### config.mk
export PLATFORM = sky130hd
export DESIGN_NAME = ixpe_front
export DESIGN_NICKNAME = d
export VERILOG_FILES = /design/src/rtl/ixpe_pkg.sv /design/src/rtl/ixpe_front.sv
export SDC_FILE = /design/constraint.sdc
export NUM_CORES = 1
export LEC_CHECK = 0
export BUFFER_PORTS_ARGS = -buffer_cell sky130_fd_sc_hd__buf_2
export CELL_PAD_IN_SITES_DETAIL_PLACEMENT = 2
export CELL_PAD_IN_SITES_GLOBAL_PLACEMENT = 2
export CORE_UTILIZATION = 36
export DETAILED_ROUTE_END_ITERATION = 8
export PLACE_DENSITY_LB_ADDON = 0.15
export SLEW_MARGIN = 20
export SYNTH_ARGS = -nofsm -noshare
export SYNTH_HDL_FRONTEND = slang
export SYNTH_SLANG_ARGS = --single-unit
### constraint.sdc
create_clock -name clk -period 9 [get_ports clk]
set_input_delay 0 -clock clk [delete_from_list [all_inputs] [get_ports clk]]
set_output_delay 0 -clock clk [all_outputs]
set_load 0.02 [all_outputs]
### src/rtl/ixpe_pkg.sv
// ixpe_pkg: shared types and constants of the interleaved xor parity encoder
// no dependencies

package ixpe_pkg;

    localparam logic [7:0] GROUP_SIZE_RESET = 8'd2;
    localparam logic [6:0] DEPTH_RESET      = 7'd1;

    localparam logic REG_GROUP_SIZE = 1'b0;
    localparam logic REG_DEPTH      = 1'b1;

    localparam logic KIND_DATA   = 1'b0;
    localparam logic KIND_PARITY = 1'b1;

    typedef struct packed {
        logic [31:0] seq;
        logic [31:0] base;
        logic [4:0]  widx;
        logic [63:0] word;
        logic        in_range;
        logic        last_member;
        logic        is_end;
        logic [7:0]  k;
        logic [6:0]  stride;
        logic [7:0]  group;
    } ixpe_cmd_t;

    typedef struct packed {
        logic        kind;
        logic [31:0] frame;
        logic [4:0]  widx;
        logic [63:0] word;
        logic        is_end;
        logic [7:0]  k;
        logic [6:0]  stride;
    } ixpe_res_t;

endpackage

### src/rtl/ixpe_front.sv
// ixpe_front: accepts requests and classifies them into group and member
// depends on ixpe_pkg
// the position in the block is tracked per sequence: a new frame walks a divider

module ixpe_front #(
    parameter int PAYLOAD_WORDS = 20,
    parameter int MAX_DEPTH     = 64,
    parameter int WORD_BITS     = 64
) (
    input  logic                  clk,
    input  logic                  rst_n,
    input  logic [7:0]            k_cfg,
    input  logic [6:0]            stride_cfg,
    input  logic                  in_valid,
    output logic                  in_ready,
    input  logic [31:0]           frame_seq,
    input  logic [4:0]            word_index,
    input  logic [63:0]           data_word,
    output logic                  cmd_valid,
    input  logic                  cmd_ready,
    output ixpe_pkg::ixpe_cmd_t   cmd
);

    typedef enum logic [1:0] {ST_IDLE, ST_DIV, ST_GRP, ST_OUT} state_t;

    localparam logic [63:0] WMASK = (WORD_BITS >= 64) ? {64{1'b1}}
                                  : ((64'd1 << WORD_BITS) - 64'd1);

    state_t      state_reg, state_next;
    logic        have_reg, have_next;
    logic [31:0] cseq_reg, cseq_next;
    logic [14:0] cblock_reg, cblock_next;
    logic [6:0]  cstride_reg, cstride_next;
    logic [14:0] rest_reg, rest_next;
    logic [7:0]  member_reg, member_next;
    logic [31:0] rem_reg, rem_next;
    logic [5:0]  bit_reg, bit_next;
    logic [31:0] hseq_reg, hseq_next;
    logic [4:0]  hwidx_reg, hwidx_next;
    logic [63:0] hword_reg, hword_next;
    logic [7:0]  k_eff;
    logic [6:0]  s_eff;
    logic [14:0] blk;
    logic        hit;
    logic [15:0] trial;
    logic [22:0] gtrial;
    logic [7:0]  member;
    logic [7:0]  group;

    assign k_eff = (k_cfg == 8'd0) ? 8'd1 : k_cfg;
    always_comb
    begin
        if (stride_cfg == 7'd0)
            s_eff = 7'd1;
        else if ({25'd0, stride_cfg} > MAX_DEPTH)
            s_eff = 7'(MAX_DEPTH);
        else
            s_eff = stride_cfg;
    end
    assign blk = 15'(k_eff * s_eff);
    assign hit = have_reg && cseq_reg == frame_seq && cblock_reg == blk
                 && cstride_reg == s_eff;

    assign member = member_reg;
    assign group  = rest_reg[7:0];

    assign trial  = {rem_reg[14:0], hseq_reg[bit_reg[4:0]]} - {1'b0, cblock_reg};
    assign gtrial = {8'd0, rest_reg} - ({16'd0, cstride_reg} << bit_reg[2:0]);

    always_comb
    begin
        state_next   = state_reg;
        have_next    = have_reg;
        cseq_next    = cseq_reg;
        cblock_next  = cblock_reg;
        cstride_next = cstride_reg;
        rest_next    = rest_reg;
        member_next  = member_reg;
        rem_next     = rem_reg;
        bit_next     = bit_reg;
        hseq_next    = hseq_reg;
        hwidx_next   = hwidx_reg;
        hword_next   = hword_reg;
        in_ready     = 1'b0;
        cmd_valid    = 1'b0;
        unique case (state_reg)
            ST_IDLE:
            begin
                in_ready = !hit || cmd_ready;
                cmd_valid = in_valid && hit;
                if (in_valid && in_ready)
                begin
                    hseq_next  = frame_seq;
                    hwidx_next = word_index;
                    hword_next = data_word & WMASK;
                    if (!hit)
                    begin
                        cblock_next  = blk;
                        cstride_next = s_eff;
                        rem_next     = '0;
                        bit_next     = 6'd31;
                        state_next   = ST_DIV;
                    end
                end
            end
            ST_DIV:
            begin
                if (!trial[15])
                    rem_next = {17'd0, trial[14:0]};
                else
                    rem_next = {rem_reg[30:0], hseq_reg[bit_reg[4:0]]};
                bit_next = bit_reg - 6'd1;
                if (bit_reg == 6'd0)
                begin
                    rest_next   = 15'(rem_next);
                    member_next = '0;
                    bit_next    = 6'd7;
                    state_next  = ST_GRP;
                end
            end
            // group and member from the position in the block, one step a cycle
            ST_GRP:
            begin
                if (!gtrial[22])
                begin
                    rest_next = gtrial[14:0];
                    member_next[bit_reg[2:0]] = 1'b1;
                end
                bit_next = bit_reg - 6'd1;
                if (bit_reg == 6'd0)
                begin
                    cseq_next  = hseq_reg;
                    have_next  = 1'b1;
                    state_next = ST_OUT;
                end
            end
            ST_OUT:
            begin
                cmd_valid = 1'b1;
                if (cmd_ready)
                    state_next = ST_IDLE;
            end
            default: state_next = ST_IDLE;
        endcase
    end

    always_comb
    begin
        if (state_reg == ST_OUT)
        begin
            cmd.seq  = hseq_reg;
            cmd.widx = hwidx_reg;
            cmd.word = hword_reg;
        end
        else
        begin
            cmd.seq  = frame_seq;
            cmd.widx = word_index;
            cmd.word = data_word & WMASK;
        end
        cmd.k           = k_eff;
        cmd.stride      = s_eff;
        cmd.group       = group;
        cmd.in_range    = {27'd0, cmd.widx} < PAYLOAD_WORDS;
        cmd.is_end      = {27'd0, cmd.widx} == PAYLOAD_WORDS - 1;
        cmd.last_member = member == k_eff - 8'd1;
        cmd.base        = cmd.seq - 32'(blk) + 32'(s_eff);
    end

    always_ff @(posedge clk or negedge rst_n)
    begin
        if (!rst_n)
        begin
            state_reg <= ST_IDLE;
            have_reg  <= 1'b0;
        end
        else
        begin
            state_reg <= state_next;
            have_reg  <= have_next;
        end
    end

    always_ff @(posedge clk)
    begin
        cseq_reg    <= cseq_next;
        cblock_reg  <= cblock_next;
        cstride_reg <= cstride_next;
        rest_reg    <= rest_next;
        member_reg  <= member_next;
        rem_reg     <= rem_next;
        bit_reg     <= bit_next;
        hseq_reg    <= hseq_next;
        hwidx_reg   <= hwidx_next;
        hword_reg   <= hword_next;
    end

endmodule

After elaboration in Yosys (flattened, before gate mapping)
Index checks and enable logic that the tools add are counted.

operators by class
  shifts and indexed selects = 1
  bitwise gates (word level) = 2
  magnitude comparators = 5
  add/sub/neg operators = 6
  multiply operators = 1
  reductions and logical operators = 22
  equal/unequal tests = 14
  multiplexer cells = 31

operator list
  operator                                      count
  2-to-1 mux 15 bit                             5
  2-to-1 mux 69 bit                             1
  one-hot mux 15 bit (2 select lines)           2
  adder 32 x 7 -> 32 bit                        1
  equality test 32 bit                          1
  2-to-1 mux 32 bit                             1
  subtractor 32 x 15 -> 32 bit                  1
  2-to-1 mux 8 bit                              3
  << shifter 7 x 3 -> 23 bit                    1
  subtractor 15 x 23 -> 23 bit                  1
  2-to-1 mux 6 bit                              3
  one-hot mux 6 bit (3 select lines)            1
  one-hot mux 8 bit (2 select lines)            1
  subtractor 16 x 15 -> 16 bit                  1
  equality test 15 bit                          1
  multiplier 8 x 7 -> 15 bit                    1
  2-to-1 mux 7 bit                              2
  inequality test 2 bit, second input constant  6
  AND reduction 3 bit                           4
  2-to-1 mux 2 bit                              5
  equality test 8 bit                           1
  zero test 8 bit                               1
  OR 8 bit                                      1
  one-hot mux 2 bit (4 select lines)            1
  other kinds (26)                              36

word-level totals
  flip-flop bits (word level) = 202
  input port bits = 120
  word-level logic and storage cells = 94

Longest topological paths before layout
Gate-level depths: netlist (run 1).

  depth after elaboration = 12
  gate-level depth with buffers = 32

Worst setup path before layout (run 1)
OpenSTA, ideal clock, no wires.

  path kind = input-to-reg
  start point = input k_cfg[7]
  end point = register hseq_reg[0], enable pin
  arrival time = 9924 ps
  path buffers = 3
  setup slack = -1518 ps
  cell stages on the path = 23
  setup time = 594 ps
  path through = buf_2 nor4_1 a21o_1 buf_2 nand2_1 fa_1 fa_1 inv_1 fa_1 inv_1 fa_1 inv_1 ha_1 clkbuf_1 or2_1 a21o_1 a311o_1 a21oi_1 xor2_1 inv_1 xnor2_1 nor3_1 a21oi_1

RTL lines
  what                  RTL line           text
  start, declared       ixpe_front.sv:12   input logic [7:0] k_cfg,
  end signal, assigned  ixpe_front.sv:193  hseq_reg <= hseq_next;
  end, declared         ixpe_front.sv:38   logic [31:0] hseq_reg, hseq_next;

==> results of run 1 <==
timing repair:
action	4_1_cts	5_1_grt
endpoints found under the setup margin	0	4
gates resized for setup	0	2
endpoints found under the hold margin	109	0
hold buffers	110	0
stage by stage:
| stage | hold WS, ns | total power, mW | instances |
|---|---|---|---|
| 2_1_floorplan | -0.2956 | 4.715 | 1368 |
| 3_3_place_gp | -0.1877 | 6.065 | 2127 |
| 6_report | 0.1068 | 7.406 | 2289 |
| 3_5_place_dp | -0.1819 | 6.184 | 2127 |
| 5_1_grt | 0.1136 | 7.895 | 2288 |
| 4_1_cts | 0.08735 | 7.383 | 2285 |
kinds of logic after synthesis:
| group | Yosys count | share of synthesized area |
|---|---|---|
| mux | 143 | 0.1085 |
| simple gates | 338 | 0.1096 |
| xor+xnor | 123 | 0.07636 |
| fa+ha+maj | 146 | 0.1432 |
| flops | 202 | 0.4103 |
| compound gates | 237 | 0.1033 |
| other cells | 2 | 0.0005092 |
| buf+inv | 177 | 0.04819 |
how the worst max path moves through the flow:
| stage | start | end | cells after the start |
|---|---|---|---|
| final | stride_cfg[4] | cmd[126] | 29 |
| after global routing | stride_cfg[4] | cmd[126] | 29 |
| after CTS | stride_cfg[4] | cmd[126] | 29 |
| after detailed placement | stride_cfg[6] | cmd[126] | 29 |
| after global placement | stride_cfg[6] | cmd[126] | 29 |
| after floorplan | k_cfg[7] | hseq_reg[0] | 23 |
placed cells by master, fill, tap and decap left out, drive strengths merged, types with 5 or more instances in the layout:
cell type    instances
a21oi               80
and3                 5
or2                  6
nor2b               14
mux2                85
o211ai              10
clkinv              16
mux4                 5
a2111oi              5
o21ai               44
o31ai                6
or3                 11
inv                115
nor3                26
dlygate4sd3        110
nand4               19
nand2               68
ha                 108
edfxtp             199
fa                  38
nand2b              12
a31oi               11
a21o                20
and2                31
clkbuf              29
mux2i               53
o21a                11
xnor2               96
buf                292
xor2                24
nand3               23
a211o                5
nor2               112
a211oi              12
area by class of cell:
class                           instances  area, um2  share of cell area
Multi-Input combinational cell        989       8048              0.4301
Sequential cell                       202       6051              0.3233
Timing Repair Buffer                  402       2605              0.1392
Clock buffer                           29      671.9             0.03591
Tap cell                              525      656.9             0.03510
Inverter                              119      446.7             0.02387
Clock inverter                         19      224.0             0.01197
Antenna cell                            4      10.01           0.0005349
per-layer routing:
metal  GRT usage  routed length, um  vias up
met5           0                 14        -
met1      0.3139              22820     6244
met4     0.09488               1705        2
met3     0.04863               2607       93
li1            -                  -     5649
met2      0.4676              27280      338
power by group through the flow:
| stage | Clock (mW) | Sequential [mW] | Combinational, mW |
|---|---|---|---|
| global placement | 0 | 1.56 | 4.51 |
| detailed placement | 0 | 1.57 | 4.62 |
| floorplan | 0 | 1.51 | 3.21 |
| finish | 1.11 | 1.55 | 4.74 |
| global route | 1.17 | 1.58 | 5.15 |
| CTS | 1.12 | 1.55 | 4.71 |
==> results.cfg, run 1 <==
[outcome]
status = finished clean

[clock_network]
htreeDepth = 1
post-cts-setup-buffers = 0
cts_tree = built
clock_sinks = 202
clockBufferDepth = 3
clock-root-buffer = clkbuf_16
insertion_delay_ns = 0.58
clk_pin_slew_ns = 0.06
cts_buffers = 26

[sta]
fin_ws_ns = 0.5788
min_period_ns = 8.421
setup-violations-final = 0
fin_setup_tns_ns = 0
max_slew_margin = 0.2925
hold_viol = 0
rsz0062_at_grt = no
finalMaxSlewViolations = 0
clock_skew_ns = 0.03430
tightest_slew_ns = 1.059
fmax_mhz = 118.7
fin_crit_sh = 0.9357

[synth]
synth.most_common_cell = edfxtp_1
synthFlopType = edfxtp_1
ys_async_sr_fraction = 0.01485
synth_cell_types = 74
synth_warnings = 0
synth_edf_count = 199
synth-seq-cells = 202
ys_seq_area_frac = 0.4103
synth_top_area_frac = 0.4052
syn_inst = 1368
synth_top_area_cell = edfxtp_1
synthTopCellsByArea = edfxtp_1 41%, ha_1 9.2%, mux2_2 6.5%, xnor2_1 5.6%, fa_1 5.2%
ys_top_cells_by_count = 199 x edfxtp_1, 114 x inv_1, 112 x nor2_1
synth_nets = 1634
syn_area_per_cell_um2 = 10.78
netlist_area_mm2 = 0.01475

[finish]
area_growth_pct = 26.89
largest_reg_flops = 64
fillCellCount = 4140
fin_nets = 2006
drive_above_1_share = 0.2545
final_area_mm2 = 0.01871
postLayoutCoreUtil = 0.4667

[worst_setup_path]
r2r_end = rest_reg[9]
rr_worst_depth = 16
start_kind = input pin
end_kind = primary output
cp_max_fo = 8
reg2reg_slack_ns = 3.86
cp_num_buf_inv = 7
critPathTopFamily = adder cells
worst_ep_required_time_ns = 9.00
crit_path_max_incr_delay_ns = 0.56
crit_top_cell = fa_1
crit_arrival_ns = 8.42
critPathKind = in2out
crit_slowest_cell = fa_1
r2r-start = bit_reg[2]

[power_and_ir_drop]
power.leakage_nw = 7.890
vdd_drop_max_uv = 183.2
p_sw_frac = 0.4878
p_seq_frac = 0.210
p_sw_mw = 3.613
intPower_mw = 3.793
p_comb_frac = 0.640
clockPowerShare = 0.150
powerDensity_mw_per_mm2 = 395.8

[hold_path]
worstHoldStart = stride_cfg[6]
hold_class = in2reg
worstHoldPathCells = 2
min_to = cstride_reg[0]

[placed_design]
dpl_worst_slack_ns = 0.5124
dp_hpwl_um = 39550
place_area_mm2 = 0.01669
io_buffer_count = 280
gp_congestion = 0.8474

[global_route]
grt_pass1_vias = 14080
track_usage = 0.2628
grt_max_degree = 102
grt_pass1_wl_um = 83300
overflow = 0
antenna_found_initial = 5

[die]
start_util = 0.3678
dieArea_mm2 = 0.04178
die_h_um = 204.4
core_mm2 = 0.04010
die_w_um = 204.4
ios = 281
num_rows = 73

[detailed_routing]
post-route-drc-count = 0
post_drt_wl_per_cell_um = 23.78
drt_pass1_iterations = 5
drt_wl_total_um = 54430
antenna_left = 0
dr_total_vias = 12330
detail_route.iter0.violations = 474
vias_per_cell = 5.385

[run]
maxCapViolations = 0
Power figures use the tool's default switching activity.
==> inputs of run 2 (changes only) <==
Settings changed: CORE_MARGIN set to 3.
==> run 2 against run 1 <==
Against the previous run: first-iteration DRC count rose by 32%; register-to-register slack worse by 0.04 ns; wire length rose by 2.2%; critical path type unchanged; critical endpoint unchanged.
==> results.cfg, run 2 (synthesis results as in run 1) <==
[power_and_ir_drop]
p_sw_frac = 0.4893
powerDensity_mw_per_mm2 = 396.2
clockPowerShare = 0.143
intPower_mw = 3.765
vdd_drop_max_uv = 251.2
p_comb_frac = 0.645
p_sw_mw = 3.607
power.leakage_nw = 7.853
p_seq_frac = 0.212

[finish]
final_area_mm2 = 0.01861
final_cell_mix = 280 x buf_2, 199 x edfxtp_1, 114 x inv_1
stdcell_count = 2282
area_growth_pct = 26.17
final_common_cell = buf_2
fin_nets = 2003
drive_above_1_share = 0.2530
largest_reg_flops = 64
fillCellCount = 4138

[clock_network]
cts_tree = built
clockBufferDepth = 3
cts_buffers = 25
htreeDepth = 1
insertion_delay_ns = 0.55
post-cts-setup-buffers = 0
clk_pin_slew_ns = 0.06
clock-root-buffer = clkbuf_16
clock_sinks = 202

[run]
maxCapViolations = 0

[placed_design]
dpl_worst_slack_ns = 0.2703
dp_hpwl_um = 40840
place_area_mm2 = 0.01669
dp_cells = 2129
gp_congestion = 0.8084
io_buffer_count = 280

[sta]
fin_crit_sh = 0.9385
tightest_slew_ns = 1.225
rsz0062_at_grt = no
max_slew_margin = 0.1755
fmax_mhz = 118.4
fin_ws_ns = 0.5534
finalMaxSlewViolations = 0
setup-violations-final = 0
hold_slack_ns = 0.04586
hold_viol = 0
fin_setup_tns_ns = 0
clock_skew_ns = 0.01145
min_period_ns = 8.447

[global_route]
track_usage = 0.2521
overflow = 0
grt_pass1_vias = 13840
grt_max_degree = 62
grt_pass1_wl_um = 85580
antenna_found_initial = 2

[worst_setup_path]
end_kind = primary output
crit_slowest_cell = fa_1
worst_ep_required_time_ns = 9.00
start_kind = input pin
crit_arrival_ns = 8.45
cp_num_buf_inv = 6
crit_path_max_incr_delay_ns = 0.57
critPathKind = in2out
critPathTopFamily = adder cells
cp_max_fo = 19

[detailed_routing]
drt_wl_total_um = 55600
dr_total_vias = 12140
antenna_left = 0
detail_route.iter0.violations = 628
post_drt_wl_per_cell_um = 24.37
post-route-drc-count = 0
drt_pass1_iterations = 5
vias_per_cell = 5.321

[die]
ios = 281
dieArea_mm2 = 0.04343
core_mm2 = 0.04010
die_h_um = 208.4
num_rows = 73
start_util = 0.3678
die_w_um = 208.4

[outcome]
status = finished clean

[hold_path]
hold_class = in2reg
-- run 2: changes by cell type in the layout (fill, tap and decap cells not counted) --
| cell | change |
|---|---|
| buf_12 | -1 |
| buf_4 | +3 |
| clkbuf_16 | -1 |
| clkbuf_8 | -1 |
| clkinv_1 | +3 |
| clkinv_16 | -1 |
| clkinv_2 | -2 |
| clkinvlp_4 | -2 |
| diode_2 | -2 |
| dlygate4sd3_1 | -4 |
| inv_16 | +1 |
-- run 2: timing repair --
action                                 4_1_cts  5_1_grt
endpoints found under the hold margin      107        0
gates resized for setup                      0        2
hold buffers                               106        0
setup endpoints to repair                    0        4
-- run 2: power by group through the flow --
stage | logic (mW) | clock network (mW) | registers (mW)
finish | 4.76 | 1.06 | 1.56
global route | 5.20 | 1.12 | 1.58
CTS | 4.72 | 1.07 | 1.56
detailed placement | 4.63 | 0 | 1.58
global placement | 4.52 | 0 | 1.56
floorplan | 3.21 | 0 | 1.51
-- run 2: layout make-up --
type	count	area (um2)	share of cell area
Multi-Input combinational cell	989	8048	0.4325
Sequential cell	202	6051	0.3252
Clock inverter	18	200.2	0.01076
Tap cell	525	656.9	0.03530
Timing Repair Buffer	400	2567	0.1380
Clock buffer	27	633.1	0.03402
Inverter	119	446.7	0.02400
Antenna cell	2	5.005	0.0002690
-- run 2: worst paths after layout --
kind / from / to / slack [ns] / cells past startpoint
max: stride_cfg[6] / cmd[126] / 0.55 / 28
min: stride_cfg[6] / cblock_reg[0] / 0.05 / 2
max reg2reg: bit_reg[1] / rest_reg[14] / 3.82 / 16
min reg2reg: hseq_reg[29] / cseq_reg[29] / 0.49 / 0
max in group asynchronous: rst_n / state_reg[0] / 8.49 / 3
min in group asynchronous: rst_n / have_reg / 0.35 / 3
-- run 2: metrics by stage --
stage	utilization	power (mW)
3_5_place_dp	0.4163	6.207
6_report	0.4641	7.372
5_1_grt	0.4640	7.901
3_3_place_gp	0.4163	6.084
4_1_cts	0.4636	7.357
2_1_floorplan	-	4.715
-- run 2: metal layers --
metal  GRT usage  share of wire
met1      0.3051           0.41
met2      0.4608           0.51
met3     0.04825          0.050
met4     0.06161          0.028
met5           0              0
==> inputs of run 3 (changes only) <==
Settings changed: ABC_AREA set to 1, CORE_UTILIZATION 36 to 33.
==> run 3 against run 2 <==
Against the previous run: clock power about the same; clock skew up 0.016 ns; wire length up 18%; first-iteration DRC count up 21%; critical path type unchanged.
==> results.cfg, run 3 <==
[finish]
final_common_cell = nand2_1
drive_above_1_share = 0.1730
fin_nets = 2528
stdcell_count = 2886
fillCellCount = 5182
largest_reg_flops = 64
final_area_mm2 = 0.01924
final_cell_mix = 589 x nand2_1, 282 x inv_1, 280 x buf_2
area_growth_pct = 25.88

[worst_setup_path]
critPathTopFamily = adder cells
cp_max_fo = 14
cp_num_buf_inv = 9
critPathKind = in2out
worst_ep_required_time_ns = 9.00
reg2reg_slack_ns = 3.88
crit_slowest_cell = fa_1
crit_arrival_ns = 7.62
start_kind = input pin
crit_path_max_incr_delay_ns = 0.56
end_kind = primary output
crit_top_cell = nand2_1

[die]
start_util = 0.3354
dieArea_mm2 = 0.04895
die_h_um = 221.2
core_mm2 = 0.04558
die_w_um = 221.2
ios = 281
num_rows = 78

[detailed_routing]
antenna_left = 0
vias_per_cell = 5.074
post_drt_wl_per_cell_um = 22.74
drt_pass1_iterations = 5
drt_wl_total_um = 65620
post-route-drc-count = 0
detail_route.iter0.violations = 759
dr_total_vias = 14640

[synth]
ys_async_sr_fraction = 0.01485
synth_edf_count = 199
synth_cell_types = 60
synth.most_common_cell = nand2_1
netlist_area_mm2 = 0.01529
synth_top_area_cell = edfxtp_1
ys_top_cells_by_count = 589 x nand2_1, 284 x inv_1, 199 x edfxtp_1
syn_inst = 1889
synthFlopType = edfxtp_1
synthTopCellsByArea = edfxtp_1 39%, nand2_1 14%, ha_1 8.8%, inv_1 7.0%, fa_1 5.0%
synth_warnings = 0
syn_area_per_cell_um2 = 8.093
ys_seq_area_frac = 0.3958
synth_nets = 2155
synth-seq-cells = 202
synth_top_area_frac = 0.3909

[sta]
rsz0062_at_grt = no
tightest_slew_ns = 1.123
max_slew_margin = 0.2453
fin_setup_tns_ns = 0
finalMaxSlewViolations = 0
fin_crit_sh = 0.8472
fin_ws_ns = 1.376
hold_viol = 0
min_period_ns = 7.624
setup-violations-final = 0
fmax_mhz = 131.2
clock_skew_ns = 0.02736

[clock_network]
clk_pin_slew_ns = 0.06
clock-root-buffer = clkbuf_16
post_cts_resized = 0
cts_buffers = 27
insertion_delay_ns = 0.57
cts_hold_buf = 111
clockBufferDepth = 3
htreeDepth = 1
post-cts-setup-buffers = 0
cts_tree = built
clock_sinks = 202

[global_route]
overflow = 0
grt_max_degree = 78
grt_pass1_vias = 16590
antenna_found_initial = 8
grt_pass1_wl_um = 100600
track_usage = 0.2622

[placed_design]
place_area_mm2 = 0.01725
dp_hpwl_um = 47040
dpl_worst_slack_ns = 1.979
io_buffer_count = 280
gp_congestion = 0.8457
dp_cells = 2721

[run]
maxCapViolations = 0

[power_and_ir_drop]
power.leakage_nw = 9.366
powerDensity_mw_per_mm2 = 387.2
vdd_drop_max_uv = 249.9

[outcome]
status = finished clean

[hold_path]
hold_class = in2reg
run 3: through the flow:
step                power, mW  hold slack [ns]  utilization
floorplan               4.747          -0.2956            -
global placement        6.132          -0.2019       0.3785
detailed placement      6.289          -0.2012       0.3785
CTS                     7.462         0.005931       0.4216
global route            8.061          0.02804       0.4223
finish                  7.452          0.02531       0.4223
run 3: worst min-delay path, cell delays in order:
cell,delay (ns)
buf_2,0.09
nand2_1,0.09
nand2_2,0.24
run 3: cell type report:
class                           count  area, um2  share of cell area
Inverter                          290       1089             0.05656
Sequential cell                   202       6051              0.3144
Clock inverter                     15      150.1            0.007802
Clock buffer                       35      705.7             0.03667
Multi-Input combinational cell   1342       7894              0.4102
Antenna cell                        3      7.507           0.0003901
Timing Repair Buffer              399       2597              0.1350
Tap cell                          600      750.7             0.03901
run 3: cells by family after synthesis:
kind of cell    Yosys count  share of synthesized area
fa+ha+maj               146                     0.1381
xor+xnor                 81                    0.04730
simple gates            862                     0.2327
other cells               2                  0.0004912
mux                       1                  0.0006547
compound gates          250                    0.09510
flops                   202                     0.3958
buf+inv                 345                    0.08986
run 3: power by group:
group	switching (mW)	total [mW]	internal (mW)
logic	3.24	4.76	1.52
registers	0.188	1.60	1.42
clock network	0.471	1.09	0.617
run 3: per-layer routing:
| layer | GRT usage | vias up | part of all wire |
|---|---|---|---|
| met5 | 0 | - | 0.00059 |
| met4 | 0.08725 | 6 | 0.037 |
| met3 | 0.04126 | 125 | 0.044 |
| met2 | 0.4791 | 362 | 0.51 |
| met1 | 0.3136 | 7317 | 0.41 |
| li1 | - | 6833 | - |
run 3: worst paths after layout:
path	start	endpoint	cells past startpoint
setup / recovery	stride_cfg[6]	cmd[126]	34
hold / removal	stride_cfg[0]	cstride_reg[0]	3
setup reg to reg	bit_reg[1]	rest_reg[12]	21
hold reg to reg	hseq_reg[5]	cseq_reg[5]	0
max in group asynchronous	rst_n	state_reg[0]	3
min in group asynchronous	rst_n	have_reg	3
